<file path="config.mk">
export PLATFORM = sky130hd
export DESIGN_NAME = nvme_controller_register_block_unit
export DESIGN_NICKNAME = d
export VERILOG_FILES = /design/src/rtl/ncrb_pkg.sv /design/src/rtl/nvme_controller_register_block_unit.sv
export SDC_FILE = /design/constraint.sdc
export NUM_CORES = 1
export LEC_CHECK = 0
export ABC_CLOCK_PERIOD_IN_PS = 6100
export BUFFER_PORTS_ARGS = -buffer_cell sky130_fd_sc_hd__buf_4
export CORE_UTILIZATION = 30
export DETAILED_ROUTE_END_ITERATION = 8
export PLACE_DENSITY_LB_ADDON = 0.3
export SLEW_MARGIN = 10
export SYNTH_ARGS = -nofsm -noshare
export SYNTH_HDL_FRONTEND = slang
export SYNTH_SLANG_ARGS = --single-unit
</file>
<file path="constraint.sdc">
create_clock -name clk -period 6.1 [get_ports clk]
set_input_delay 0.305 -clock clk [delete_from_list [all_inputs] [get_ports clk]]
set_output_delay 0.305 -clock clk [all_outputs]
set_load 0.02 [all_outputs]
</file>
<file path="src/rtl/ncrb_pkg.sv">
// Shared constants and helpers for the NVMe controller register block.
// Holds the BAR0 register map, CAP/VS constants and the byte-lane merge functions.
// No dependencies.
`timescale 1ns / 1ps

package ncrb_pkg;

  localparam int unsigned MAX_QUEUE_ENTRIES = 256;

  localparam logic [11:0] OFS_CAP   = 12'h000;
  localparam logic [11:0] OFS_VS    = 12'h008;
  localparam logic [11:0] OFS_INTMS = 12'h00c;
  localparam logic [11:0] OFS_INTMC = 12'h010;
  localparam logic [11:0] OFS_CC    = 12'h014;
  localparam logic [11:0] OFS_CSTS  = 12'h01c;
  localparam logic [11:0] OFS_AQA   = 12'h024;
  localparam logic [11:0] OFS_ASQ   = 12'h028;
  localparam logic [11:0] OFS_ACQ   = 12'h030;

  localparam logic [23:0] OFS_DB = 24'h001000;

  localparam logic [15:0] CAP_MQES = 16'((MAX_QUEUE_ENTRIES - 1) & 16'hffff);
  localparam logic [63:0] CAP_CONST = {48'h0, CAP_MQES} | (64'd1 << 16) | (64'd10 << 24)
                                      | (64'd1 << 37);
  localparam logic [63:0] VS_CONST  = 64'h0000_0000_0001_0300;

  localparam logic [3:0] ST_RDY       = 4'b0001;
  localparam logic [3:0] ST_CFS       = 4'b0010;
  localparam logic [3:0] ST_SHST_MASK = 4'b1100;
  localparam logic [3:0] ST_SHST_DONE = 4'b1000;

  localparam logic [1:0] SZ_8B = 2'd3;

  localparam logic [1:0] SHN_NONE   = 2'd0;
  localparam logic [1:0] SHN_NORMAL = 2'd1;

  // Mask covering the bytes of an access of the given size, unshifted
  function automatic logic [63:0] size_mask(input logic [1:0] sz);
    logic [63:0] m;
    case (sz)
      2'd0:    m = 64'h0000_0000_0000_00ff;
      2'd1:    m = 64'h0000_0000_0000_ffff;
      2'd2:    m = 64'h0000_0000_ffff_ffff;
      default: m = '1;
    endcase
    return m;
  endfunction

  function automatic logic [63:0] lane_merge(input logic [63:0] old_val,
                                             input logic [2:0]  boff,
                                             input logic [1:0]  sz,
                                             input logic [63:0] data);
    logic [63:0] m;
    logic [5:0]  sh;
    sh = {boff, 3'b000};
    m  = size_mask(sz) << sh;
    if (sz == SZ_8B) begin
      return data;
    end
    return (old_val & ~m) | ((data << sh) & m);
  endfunction

  // CSS, MPS, IOSQES and IOCQES acceptable for enable
  function automatic logic cc_valid(input logic [31:0] cc);
    return (cc[6:4] == 3'd0) && (cc[10:7] == 4'd0) &&
           (cc[19:16] == 4'd6) && (cc[23:20] == 4'd4);
  endfunction

endpackage

</file>
<file path="src/rtl/nvme_controller_register_block_unit.sv">
// An access passes the input register, then the result register, to the result port.
// Throughput: one access per cycle while out_ready is high; the single decode/merge
// stage between the input and result registers sets this and never stalls on its own.
// Reset (rst, synchronous): INTMS, CC, CSTS, AQA, ASQ, ACQ and the storage-ready flag
// clear to zero and both pipeline stages empty.
// Depends on ncrb_pkg.
`timescale 1ns / 1ps

module nvme_controller_register_block_unit (
  input  logic        clk,
  input  logic        rst,
  input  logic        cfg_wr_en,
  input  logic        cfg_wr_data,
  input  logic        in_valid,
  output logic        in_ready,
  input  logic        op,
  input  logic [23:0] offset,
  input  logic [1:0]  size_code,
  input  logic [63:0] write_data,
  input  logic        admin_queue_ok,
  output logic        out_valid,
  input  logic        out_ready,
  output logic [63:0] read_data,
  output logic        doorbell_valid,
  output logic        doorbell_is_completion,
  output logic [15:0] doorbell_queue,
  output logic [31:0] doorbell_value,
  output logic        enable_attempt,
  output logic        queue_reset,
  output logic        controller_ready,
  output logic        controller_fatal,
  output logic [31:0] interrupt_mask,
  output logic        unmask_event
);
  import ncrb_pkg::*;

  // architectural state
  logic        store_ready;
  logic [31:0] interrupt_mask_reg;
  logic [31:0] controller_config_reg;
  logic [3:0]  controller_status_reg;
  logic [31:0] admin_queue_attrs_reg;
  logic [63:0] admin_sq_base_reg;
  logic [63:0] admin_cq_base_reg;

  // input register
  logic        s1_valid;
  logic        s1_op;
  logic [23:0] s1_offset;
  logic [1:0]  s1_size;
  logic [63:0] s1_data;
  logic        s1_aq_ok;

  logic s1_adv;
  logic s1_fire;

  assign s1_adv   = !out_valid || out_ready;
  assign s1_fire  = s1_valid && s1_adv;
  assign in_ready = !s1_valid || s1_adv;

  // decode and merge
  logic        is_db;
  logic [23:0] db_rel;
  logic [11:0] a8;
  logic        use_a8;
  logic [11:0] base;
  logic [2:0]  boff;
  logic [63:0] reg_val;
  logic [63:0] rd;
  logic [63:0] merged;
  logic [31:0] cc_new;
  logic        pre_ok;
  logic        skip_shn;

  logic        db_valid_next;
  logic        db_cq_next;
  logic [15:0] db_q_next;
  logic [31:0] db_val_next;
  logic        enable_att_next;
  logic        qreset_next;
  logic        unmask_next;

  logic [31:0] interrupt_mask_next;
  logic [31:0] controller_config_next;
  logic [3:0]  controller_status_next;
  logic [31:0] admin_queue_attrs_next;
  logic [63:0] admin_sq_base_next;
  logic [63:0] admin_cq_base_next;

  always_comb begin
    is_db  = (s1_offset[23:12] != 12'd0);
    db_rel = s1_offset - OFS_DB;
    a8     = {s1_offset[11:3], 3'b000};
    use_a8 = (a8 == OFS_CAP) || (a8 == OFS_ASQ) || (a8 == OFS_ACQ);
    base   = use_a8 ? a8 : {s1_offset[11:2], 2'b00};
    boff   = use_a8 ? s1_offset[2:0] : {1'b0, s1_offset[1:0]};

    case (base)
      OFS_CAP:   reg_val = CAP_CONST;
      OFS_VS:    reg_val = VS_CONST;
      OFS_INTMS: reg_val = {32'h0, interrupt_mask_reg};
      OFS_INTMC: reg_val = {32'h0, interrupt_mask_reg};
      OFS_CC:    reg_val = {32'h0, controller_config_reg};
      OFS_CSTS:  reg_val = {60'h0, controller_status_reg};
      OFS_AQA:   reg_val = {32'h0, admin_queue_attrs_reg};
      OFS_ASQ:   reg_val = admin_sq_base_reg;
      OFS_ACQ:   reg_val = admin_cq_base_reg;
      default:   reg_val = 64'h0;
    endcase

    // source operand chosen per target so one merger serves every register
    case (base)
      OFS_ASQ:   merged = lane_merge(admin_sq_base_reg, boff, s1_size, s1_data);
      OFS_ACQ:   merged = lane_merge(admin_cq_base_reg, boff, s1_size, s1_data);
      OFS_AQA:   merged = lane_merge({32'h0, admin_queue_attrs_reg}, boff, s1_size, s1_data);
      OFS_CC:    merged = lane_merge({32'h0, controller_config_reg}, boff, s1_size, s1_data);
      default:   merged = lane_merge(64'h0, boff, s1_size, s1_data);
    endcase

    if (s1_size == SZ_8B) begin
      rd = reg_val;
    end else begin
      rd = (reg_val >> {boff, 3'b000}) & size_mask(s1_size);
    end

    db_valid_next   = 1'b0;
    db_cq_next      = 1'b0;
    db_q_next       = 16'h0;
    db_val_next     = 32'h0;
    enable_att_next = 1'b0;
    qreset_next     = 1'b0;
    unmask_next     = 1'b0;
    cc_new          = merged[31:0];
    pre_ok          = store_ready && cc_valid(cc_new);
    skip_shn        = 1'b0;

    interrupt_mask_next    = interrupt_mask_reg;
    controller_config_next = controller_config_reg;
    controller_status_next = controller_status_reg;
    admin_queue_attrs_next = admin_queue_attrs_reg;
    admin_sq_base_next     = admin_sq_base_reg;
    admin_cq_base_next     = admin_cq_base_reg;

    if (is_db) begin
      rd = 64'h0;
      if (s1_op && controller_status_reg[0]) begin
        db_valid_next = 1'b1;
        db_cq_next    = db_rel[2];
        db_q_next     = db_rel[18:3];
        db_val_next   = s1_data[31:0];
      end
    end else if (s1_op) begin
      rd = 64'h0;
      case (base)
        OFS_ASQ:   admin_sq_base_next = merged;
        OFS_ACQ:   admin_cq_base_next = merged;
        OFS_INTMS: interrupt_mask_next = interrupt_mask_reg | merged[31:0];
        OFS_INTMC: begin
          interrupt_mask_next = interrupt_mask_reg & ~merged[31:0];
          unmask_next         = 1'b1;
        end
        OFS_AQA:   admin_queue_attrs_next = merged[31:0];
        OFS_CC: begin
          controller_config_next = cc_new;
          if (cc_new[0] && !controller_config_reg[0]) begin
            enable_att_next = pre_ok;
            if (!pre_ok || !s1_aq_ok) begin
              controller_status_next = ST_CFS;
              skip_shn               = 1'b1;
            end else begin
              controller_status_next = ST_RDY;
            end
          end else if (!cc_new[0] && controller_config_reg[0]) begin
            qreset_next            = 1'b1;
            controller_status_next = 4'h0;
          end
          if (!skip_shn) begin
            if (cc_new[15:14] == SHN_NORMAL) begin
              controller_status_next = (controller_status_next & ~ST_SHST_MASK) | ST_SHST_DONE;
            end else if (cc_new[15:14] == SHN_NONE) begin
              controller_status_next = controller_status_next & ~ST_SHST_MASK;
            end
          end
        end
        default: ;
      endcase
    end
  end

  always_ff @(posedge clk) begin
    if (rst) begin
      store_ready           <= 1'b0;
      interrupt_mask_reg    <= '0;
      controller_config_reg <= '0;
      controller_status_reg <= '0;
      admin_queue_attrs_reg <= '0;
      admin_sq_base_reg     <= '0;
      admin_cq_base_reg     <= '0;
      s1_valid              <= 1'b0;
      out_valid             <= 1'b0;
    end else begin
      if (cfg_wr_en) begin
        store_ready <= cfg_wr_data;
      end
      if (in_ready) begin
        s1_valid <= in_valid;
      end
      if (s1_adv) begin
        out_valid <= s1_valid;
      end
      if (s1_fire) begin
        interrupt_mask_reg    <= interrupt_mask_next;
        controller_config_reg <= controller_config_next;
        controller_status_reg <= controller_status_next;
        admin_queue_attrs_reg <= admin_queue_attrs_next;
        admin_sq_base_reg     <= admin_sq_base_next;
        admin_cq_base_reg     <= admin_cq_base_next;
      end
    end
  end

  // payload registers
  always_ff @(posedge clk) begin
    if (in_valid && in_ready) begin
      s1_op     <= op;
      s1_offset <= offset;
      s1_size   <= size_code;
      s1_data   <= write_data;
      s1_aq_ok  <= admin_queue_ok;
    end
    if (s1_fire) begin
      read_data              <= rd;
      doorbell_valid         <= db_valid_next;
      doorbell_is_completion <= db_cq_next;
      doorbell_queue         <= db_q_next;
      doorbell_value         <= db_val_next;
      enable_attempt         <= enable_att_next;
      queue_reset            <= qreset_next;
      controller_ready       <= controller_status_next[0];
      controller_fatal       <= controller_status_next[1];
      interrupt_mask         <= interrupt_mask_next;
      unmask_event           <= unmask_next;
    end
  end

`ifndef SYNTHESIS
  a_rdy_cfs_exclusive: assert property (@(posedge clk) disable iff (rst)
    !(controller_status_reg[0] && controller_status_reg[1]))
    else $error("CSTS has RDY and CFS set together");

  a_doorbell_no_read: assert property (@(posedge clk) disable iff (rst)
    (out_valid && doorbell_valid) |-> (read_data == 64'h0 && !enable_attempt && !queue_reset))
    else $error("doorbell transfer carries register side effects");

  // an attempt ends in exactly one of RDY or CFS
  a_enable_not_reset: assert property (@(posedge clk) disable iff (rst)
    (out_valid && enable_attempt) |-> (!queue_reset && (controller_ready != controller_fatal)))
    else $error("enable attempt reported with reset or without a verdict");

  a_stall_only_full: assert property (@(posedge clk) disable iff (rst)
    !in_ready |-> (s1_valid && out_valid && !out_ready))
    else $error("input stalled while pipeline can advance");
`endif

endmodule
</file>
==> metrics.md <==
| Metric | Value |
|---|---|
| Detailed Routing Iterations Pass 1 | `7` |
| Power density cells | `270 mW/mm^2` |
| Total design power | `7.83 mW` |
| Cell count of the worst reg-to-reg path | `9` |
| Final hold violation count | `0` |
| Most used flip-flop cell after synthesis | `edfxtp_1` |
| Data arrival, critical path | `5270 ps` |
| Total half-perimeter wirelength after legalization and detailed placement | `70.9 mm` |
| Flop and latch count out of synthesis | `474` |
| Sequential fraction of the synthesis area | `51.1%` |
| Period utilisation layout | `79.6%` |
| Filler-free cell count of the finished design | `3742` |
| Transition time at the pin with the least slew margin | `1260 ps` |
| Number of buffers inserted by post-CTS setup repair | `0` |
| Fin worst setup slack | `1240 ps` |
| Largest fanout on the critical path | `24` |
| Vias after detailed routing | `21494` |
| Vias per Instance | `5.74` |
| Via count of the first global-routing pass | `20339` |
| Count of endpoints failing setup in the final report | `0` |
| Initial core utilization | `30.5%` |
| Worst-skew pair later-pin latency | `640 ps` |
| Worst clock skew | `27.6 ps` |
| Fraction of registers with async set/reset | `0%` |
| Yosys warning count | `0` |
| Result of the run | `completed` |
| Fraction of final layout cells with drive strength greater than 1 | `18.0%` |
| Die Height | `281 microns` |
| Final wirelength | `100 mm` |
| Mean cell area of the mapped netlist | `9.72 sq um` |
| Number of buffers inserted during clock tree synthesis | `55` |
| Critical Path Source Type | `flop` |
| Utilization of the core after routing | `38.0%` |
| Width of the die | `281 microns` |
| Cells on Worst Hold Path | `2` |
| Number of antenna violations at the first check in global routing | `3` |
| GR Overflow Total | `0` |
| Most common cell after layout, fill and taps aside | `nand2_1` |
| Clock transition at the registers of the reported paths | `60 ps` |
| Nature of the critical path endpoint | `flop` |
| Minimum clock period after layout | `4860 ps` |
| Post-Syn Area | `0.0233 sq mm` |
| Critical register-to-register path startpoint | `s1_offset[5]` |
| Clock buffer depth | `3` |
| Top-level I/O count | `251` |
| Gpl congestion | `1.02` |
| Maximum ir drop on the vdd rail | `0.217 mV` |
| GRT Total Usage | `24.6%` |
| Class of the most critical setup path | `reg -> reg` |
| Setup Slack @ Placement | `1460 ps` |
| Largest net degree at the start of global routing | `114` |
| Min-delay src | `rst` |
| CTS tree | `done` |
| H-tree depth | `2` |
| Synthesis-to-finish area growth | `24.4%` |
| 1st-iter DRT viols | `2862` |
| Resized cells post-CTS | `0` |
| Number of nets produced by synthesis | `2501` |
| Clock root cell | `clkbuf_16` |
| Site Rows | `101` |
| Unrepaired setup endpoints after global routing | `no` |
| Final-report max-slew violation count | `0` |
| Cell count after placement | `3541` |
| Number of flops mapped to enable cells by yosys | `243` |
| Global-route wire length before repair | `143 mm` |
| Std-Cell Core Area | `0.0765 sq mm` |
| Top library cells by usage in the layout, fill and taps aside | `nand2_1, buf_4, nor2_1` |
| Accumulated negative setup slack | `0 ps` |
| Post-route antenna net violation count | `0` |
| IO Port Bufs | `250` |
| Number of instances in the synthesized netlist | `2402` |
| Hold-fix buffers, CTS | `96` |
| DRC viols | `0` |
| Achievable frequency | `206 MHz` |
| Die area | `0.0789 sq mm` |
| Final nets | `2763` |
| Register-to-register setup slack | `1240 ps` |
| Endpoint of the worst hold path | `controller_config_reg[15]` |
| TritonCTS sink count | `474` |
| Slew HR | `15.0%` |
| Worst min-delay path class | `in -> reg` |
| Terminus of the critical flop-to-flop path | `read_data[5]` |
| Count of different cell masters after synthesis | `88` |
| LEAKAGE | `10.2 nW` |
| Routed length per placed instance | `26.8 microns` |
| Max-capacitance violation count | `0` |
| Worst EP required | `6520 ps` |
metal layers:
metal | global-route usage (%) | wire length (microns) | vias to the layer above
met3 | 6.63 | 10900 | 230
met5 | 0 | 0 | -
li1 | - | - | 9452
met4 | 10.3 | 4120 | 0
met2 | 36.4 | 42900 | 1292
met1 | 33.7 | 42200 | 10520
through the flow:
step | hold slack (ps) | cell area [sq um]
2_1_floorplan | 404 | 23300
3_3_place_gp | 434 | 26200
3_5_place_dp | 444 | 26200
4_1_cts | 143 | 29100
5_1_grt | 185 | 29100
6_report | 173 | 29100
logic make-up after synthesis:
kind of cell    after synthesis  synth area share [%]
mux                         103                  5.94
flops                       474                  51.1
fa+ha+maj                     6                 0.268
compound gates              774                  22.3
buf+inv                     222                  3.99
simple gates                815                  16.1
xor+xnor                      8                 0.300
power breakdown:
group          leakage (nW)  switching, mW  internal [mW]
clock                 0.933           1.43           2.04
combinational          5.15          0.523          0.298
sequential             4.15         0.0963           3.45
synth_stat cells (48+ instances only):
cell type	n	area, sq um
a211oi_1	128	961
a21oi_1	161	806
a22oi_1	51	383
and2_1	48	300
buf_2	63	315
clkbuf_1	122	458
dfxtp_1	231	4620
edfxtp_1	243	7300
mux2i_1	56	561
nand2_1	306	1150
nor2_1	263	987
o21ai_0	159	796
layout make-up:
class | count | area [sq um]
Tap cell | 1030 | 1290
Clock inverter | 22 | 235
Antenna cell | 1 | 2.50
Sequential cell | 474 | 11900
Fill cell | 7503 | 47400
Inverter | 22 | 87.6
Multi-Input combinational cell | 1706 | 10500
Timing Repair Buffer | 405 | 3350
Clock buffer | 82 | 1650
how the worst max path moves through the flow:
stage                            start                endpoint
after floorplan              out_valid  interrupt_mask_reg[10]
after global placement    s1_offset[5]           read_data[10]
after detailed placement  s1_offset[5]            read_data[5]
after CTS                 s1_offset[5]            read_data[5]
after global routing      s1_offset[5]            read_data[0]
final                     s1_offset[5]            read_data[5]
critical path: stages, from the launching register on:
cell      delay [ps]
edfxtp_1         900
nor3b_1          750
and3_1           700
buf_4            420
buf_4            330
a22o_1           420
o21ai_0          190
mux2_2           340
a221o_1          290
a21oi_1          260
(Power assumes the default switching activity.)
